## src/rtl/rntm_pkg.sv

```systemverilog
package rntm_pkg;

  localparam int unsigned TableDepth = 256;
  localparam int unsigned IdxW       = $clog2(TableDepth);
  localparam int unsigned CntW       = $clog2(TableDepth + 1);
  localparam int unsigned QueueDepth = 2;

  // 1000 in Q16.16; compared against |d| directly, i.e. |d| < 1000 * 2^16 (exact)
  localparam logic [31:0] ErrLimitRoot = 32'd65536000;

  typedef struct packed {
    logic        mode;
    logic [7:0]  entry_index;
    logic [31:0] entry_ratio;
    logic [31:0] entry_code;
    logic [15:0] high_echo_one;
    logic [15:0] high_echo_two;
    logic [15:0] low_echo_one;
    logic [15:0] low_echo_two;
    logic        end_of_image;
  } req_t;

  typedef struct packed {
    logic [31:0] adc_value;
    logic [7:0]  best_entry;
    logic        zero_denominator;
    logic        image_done;
  } rsp_t;

  // classified request passed from front to back
  typedef struct packed {
    logic        is_load;
    logic [7:0]  entry_index;
    logic [31:0] entry_ratio;
    logic [31:0] entry_code;
    logic [31:0] num;
    logic [31:0] den;
    logic        end_of_image;
  } job_t;

  typedef enum logic [2:0] {
    ST_IDLE, ST_DIV, ST_SEARCH, ST_DRAIN, ST_FETCH, ST_OUT
  } state_e;

endpackage

```

## src/rtl/rntm_front.sv

```systemverilog
module rntm_front (
  input  logic           clk_i,
  input  logic           rst_ni,
  input  rntm_pkg::req_t req_i,
  input  logic           valid_i,
  output logic           ready_o,
  output rntm_pkg::job_t job_o,
  output logic           job_valid_o,
  input  logic           job_ready_i
);

  localparam int unsigned PtrW = $clog2(rntm_pkg::QueueDepth);

  rntm_pkg::job_t          mem_q [rntm_pkg::QueueDepth];
  logic [PtrW-1:0]         wr_q, rd_q;
  logic [PtrW:0]           cnt_q;
  rntm_pkg::job_t          job_d;
  logic                    push, pop;

  always_comb begin
    job_d.is_load      = ~req_i.mode;
    job_d.entry_index  = req_i.entry_index;
    job_d.entry_ratio  = req_i.entry_ratio;
    job_d.entry_code   = req_i.entry_code;
    job_d.num          = req_i.high_echo_two * req_i.low_echo_one;
    job_d.den          = req_i.high_echo_one * req_i.low_echo_two;
    job_d.end_of_image = req_i.end_of_image;
  end

  assign ready_o     = (cnt_q != (PtrW+1)'(rntm_pkg::QueueDepth));
  assign push        = valid_i & ready_o;
  assign job_valid_o = (cnt_q != '0);
  assign pop         = job_valid_o & job_ready_i;
  assign job_o       = mem_q[rd_q];

  always_ff @(posedge clk_i) begin
    if (push) mem_q[wr_q] <= job_d;
  end

  always_ff @(posedge clk_i or negedge rst_ni) begin
    if (!rst_ni) begin
      wr_q  <= '0;
      rd_q  <= '0;
      cnt_q <= '0;
    end else begin
      if (push) wr_q <= wr_q + 1'b1;
      if (pop)  rd_q <= rd_q + 1'b1;
      cnt_q <= cnt_q + (PtrW+1)'(push) - (PtrW+1)'(pop);
    end
  end

endmodule

```

## config.mk

```make
export PLATFORM = sky130hd
export DESIGN_NAME = rntm_front
export DESIGN_NICKNAME = d
export VERILOG_FILES = /design/src/rtl/rntm_pkg.sv /design/src/rtl/rntm_front.sv
export SDC_FILE = /design/constraint.sdc
export NUM_CORES = 1
export LEC_CHECK = 0
export BUFFER_PORTS_ARGS = -buffer_cell sky130_fd_sc_hd__buf_2
export CAP_MARGIN = 5
export CORE_MARGIN = 2
export CORE_UTILIZATION = 40
export CTS_BUF_LIST = sky130_fd_sc_hd__clkbuf_2
export CTS_CLUSTER_SIZE = 10
export DETAILED_ROUTE_END_ITERATION = 10
export SYNTH_ARGS = -nofsm -noshare
export SYNTH_HDL_FRONTEND = slang
export SYNTH_SLANG_ARGS = --single-unit
```

## constraint.sdc

```tcl
create_clock -name clk_i -period 10 [get_ports clk_i]
set_clock_uncertainty 0.1 [all_clocks]
set_input_delay 1 -clock clk_i [delete_from_list [all_inputs] [get_ports clk_i]]
set_output_delay 1 -clock clk_i [all_outputs]
set_load 0.02 [all_outputs]
```

Word-level counts from Yosys, hierarchy flattened --
Memory sizes are Yosys's and may differ from the RTL's. Cells that the tools add are included.
Storage, ports and cells: flip-flop bits (word level) 4, bits in writable memories 276, bits of input ports 142, output and inout bits 140, logic and storage cells 17, memories 1
Memory list:
- mem_q | words 2, width 138, rd ports 1, clocked after Yosys merged registers in 0, write ports 1, line rntm_front.sv:14 | rntm_pkg::job_t mem_q [rntm_pkg::QueueDepth];
Cells by class: $add $sub $neg 4, $mul 2, equality and inequality tests 1, multiplexer cells 2, bitwise logic cells 3, reductions and logical operators 1
Operator list (number):
- 16-bit by 16-bit multiplier with 32-bit output | 2
- 1-bit adder, second input constant | 2
- 2-bit by 1-bit adder with 2-bit output | 1
- 1-bit bitwise AND | 2
- 1-bit two-way mux | 2
- 2-bit != test, second input constant | 1
- 2-bit nonzero test | 1
- 2-bit by 1-bit subtractor with 2-bit output | 1
- 1-bit NOT | 1

Longest topological paths before layout --
depth after elaboration 4, gate-level depth with buffers 22, gate-level depth less buffers 20

Worst setup path before layout --
No wires, ideal clock.
kind input -> register, from input valid_i, to memory mem_q[0][0] in the netlist's numbering, enable pin, setup time 0.637 ns, data arrival time 6.833 ns, required time 9.263 ns, path slack 2.430 ns, stages on the path 2, path buffers 0, path through nand2_1 > nor2_1
On the way: longest elaborated chain between the ends 3
RTL lines:
- start: declaration | line rntm_front.sv:5 | input logic valid_i,
- 1-bit bitwise AND | line rntm_front.sv:31 | assign push = valid_i & ready_o;
- 1-bit two-way mux | line rntm_front.sv:37 | if (push) mem_q[wr_q] <= job_d;
- 1-bit two-way mux (not written as such) | line rntm_front.sv:37
- end: declaration | line rntm_front.sv:14
No other way between the ends.

==> out/metrics.yaml <==
floorplanning:
  pin_count: 282
  initial_core_util_pct: 40.5
  rows: 95
  die_area_um2: 70300
  fp.dieH_um: 265
  die_w_um: 265
  fp.coreArea_um2: 67300
min_path:
  hold_path.class: "primary input to register"
  holdPathStages: 1
sta:
  hold_violations: 0
  rsz0062_at_grt: "false"
  worst_pin_slew_ns: 1.04
  maxSlewHeadroom_pct: 30.6
  max_freq_mhz: 161
  fin_tns_setup_ns: 0
  period_minus_slack_ns: 6.23
  setup_viol: 0
  fin_crit_sh_pct: 62.3
  maxSlewViolCount: 0
clock_tree:
  htreeDepth: 3
  cts.sinks: 280
  cts-root-buf: "clkbuf_2"
  post_cts_buffers: 0
  clkLatencyLatePin_ns: 0.95
  cts-resized-gates: 0
  cts_tree: "built"
  path_clk_slew_ns: 0.09
  cts_max_path_buffers: 3
  numCtsBuffers: 74
grt:
  grt_max_degree: 74
  grt_pass1_vias: 20300
  antenna_found_initial: 4
  grt_overflow: 0
  grt_usage_pct: 19.2
  grt_pass1_wl_um: 107000
yosys:
  async_flop_share_pct: 1.43
  synth-seq-area-share_pct: 30.8
  synth_ff_type: "edfxtp_1"
  synth_edf_count: 276
  synth_nets: 3189
  syn_area_um2: 27300
  avgSynthCellArea_um2: 11.1
  yosys_register_bits: 280
  synth_cell_types: 62
  synth_warnings: 0
  syn-instance-count: 2449
critical_path:
  max_stage_delay_ns: 0.54
  worstRegToRegCells: 3
  cp_slowest_cell: "fa_1"
  end_kind: "register"
  crit_path_start_kind: "primary input"
  cp_cell_sequence: "buf_2, and2_1, fa_1, inv_1, fa_1, fa_1, inv_1, fa_1, fa_1, inv_1, fa_1, inv_1, ha_1, and3_1, nand2_1, nor4_1, a2111oi_0, o31a_1, xnor2_1"
  worst-path-stages: 19
  crit_family: "adder cells"
  worst_path_most_repeated_cell: "fa_1"
  worst-path-buf-inv: 5
  cp.required_ns: 10.51
  crit_type: "primary input to register"
  arrival_ns: 6.74
  worst-path-max-fanout: 16
placement:
  place_hpwl_um: 50400
  io_buffers: 281
  gp_congestion: 0.877
route:
  firstDrtPassIters: 5
  ant_nets: 0
  avgViaCountPerCell: 4.97
  drt-initial-drc-count: 1071
  num_vias: 18300
  drc: 0
  wire_per_inst_um: 17.7
  finalWirelength_um: 65400
finish:
  area_growth_pct: 12.5
  nNetsFinal: 3509
  drive_gt1_share_pct: 19.8
run_status:
  outcome: "finished, final reports clean"
job:
  cap_viol_max_count: 0
-- state kept, by name (all words and copies together) (netlist names) --
signal and count:
cnt_q 2, mem_q 276, rd_q 1, wr_q 1
-- per-stage QoR --
step	worst slack, ns	instances	utilization, %	instance area [µm²]	hold slack (ns)
CTS	3.96	3682	45.5	30600	0.00140
detailed placement	2.92	3513	43.8	29400	0.400
finish	3.77	3689	45.6	30700	0.164
floorplan	2.43	2449	-	27300	0.360
global route	3.71	3689	45.6	30700	-0.00545
global placement	2.84	3513	43.8	29400	0.377
-- final timing paths --
check	start	end	slack (ns)
setup / recovery	req_i[62]	mem_q[0][29]$_DFFE_PP_	3.77
hold / removal	req_i[116]	mem_q[1][116]$_DFFE_PP_	0.16
setup reg to reg	cnt_q[0]$_DFF_PN0_	mem_q[1][7]$_DFFE_PP_	7.09
hold reg to reg	cnt_q[1]$_DFF_PN0_	cnt_q[1]$_DFF_PN0_	0.41
max in group asynchronous	rst_ni	cnt_q[1]$_DFF_PN0_	9.33
min in group asynchronous	rst_ni	rd_q$_DFFE_PN0P_	0.29
-- logic make-up (layout without fill, tap and decap cells) --
logic type	count (synthesis)	count (layout)	synth area share (%)
multiplexers	139	139	5.74
XOR/XNOR	61	61	1.96
other	0	3	0
flip-flops	280	280	30.8
AND/OR/NAND/NOR	647	647	11.6
buffers and inverters	558	922	7.72
adder cells (fa/ha/maj)	598	598	38.1
AO/OA/AOI/OAI	166	166	4.07
-- synthesized netlist by cell type (all sizes together) (5+ instances only) --
library cell    n  area share, %
nor2           31           0.43
inv           464            6.4
nand2         322            4.5
a21oi          61            1.2
edfxtp        276             30
o21a            6           0.17
fa            388             28
xnor2          34            1.1
o21bai          9           0.25
and2          238            5.5
a211oi          6           0.20
o31ai           7           0.21
a31oi           5           0.11
xor2           27           0.87
a21o           17           0.47
mux2          138            5.7
nor2b           7           0.16
buf             8           0.15
nand4          10           0.23
clkbuf         86            1.2
o21ai          28           0.51
nand3          17           0.31
ha            210            9.6
-- per-layer routing --
metal | vias to the layer above | routed length [µm] | track usage, %
li1 | 8451 | - | -
met1 | 9183 | 28000 | 25.0
met2 | 593 | 31900 | 32.7
met3 | 99 | 4110 | 3.74
met4 | 0 | 1440 | 5.66
met5 | - | 0 | 0
-- layout make-up --
type                       count  area, µm²
fill                        6338      36600
antenna                        3       7.51
clock inverter                19        175
multi-input combinational   1611      16800
sequential                   280       8390
clock buffer                 101        505
tap                          873       1090
inverter                     464       1740
timing repair buffer         338       1970
-- cell usage in the layout (no fill, tap or decap), drive strengths merged, types with 3 or more instances in the layout --
cell         instances
a211oi               6
mux2               138
a221oi               4
xor2                27
and3                 3
o21bai               9
edfxtp             276
a21oi               61
dfrtp                4
nand3               17
diode                3
buf                285
clkbuf             101
inv                467
bufinv               3
dlygate4sd3         53
o31ai                7
nand4               10
a31oi                5
o21ai               28
or3                  4
ha                 210
clkinv              11
nor2b                7
nor3                 4
nor2                31
o22ai                4
fa                 388
and2               238
nand2              322
o211ai               4
o21a                 6
xnor2               34
a21o                17
-- timing repair --
item,CTS,global route
hold buffers,49,4
hold endpoints to repair,92,4
endpoints found under the setup margin,0,0
Power is not shown: default switching activity piles up to over one toggle a cycle in this logic, so the estimate is an artifact.
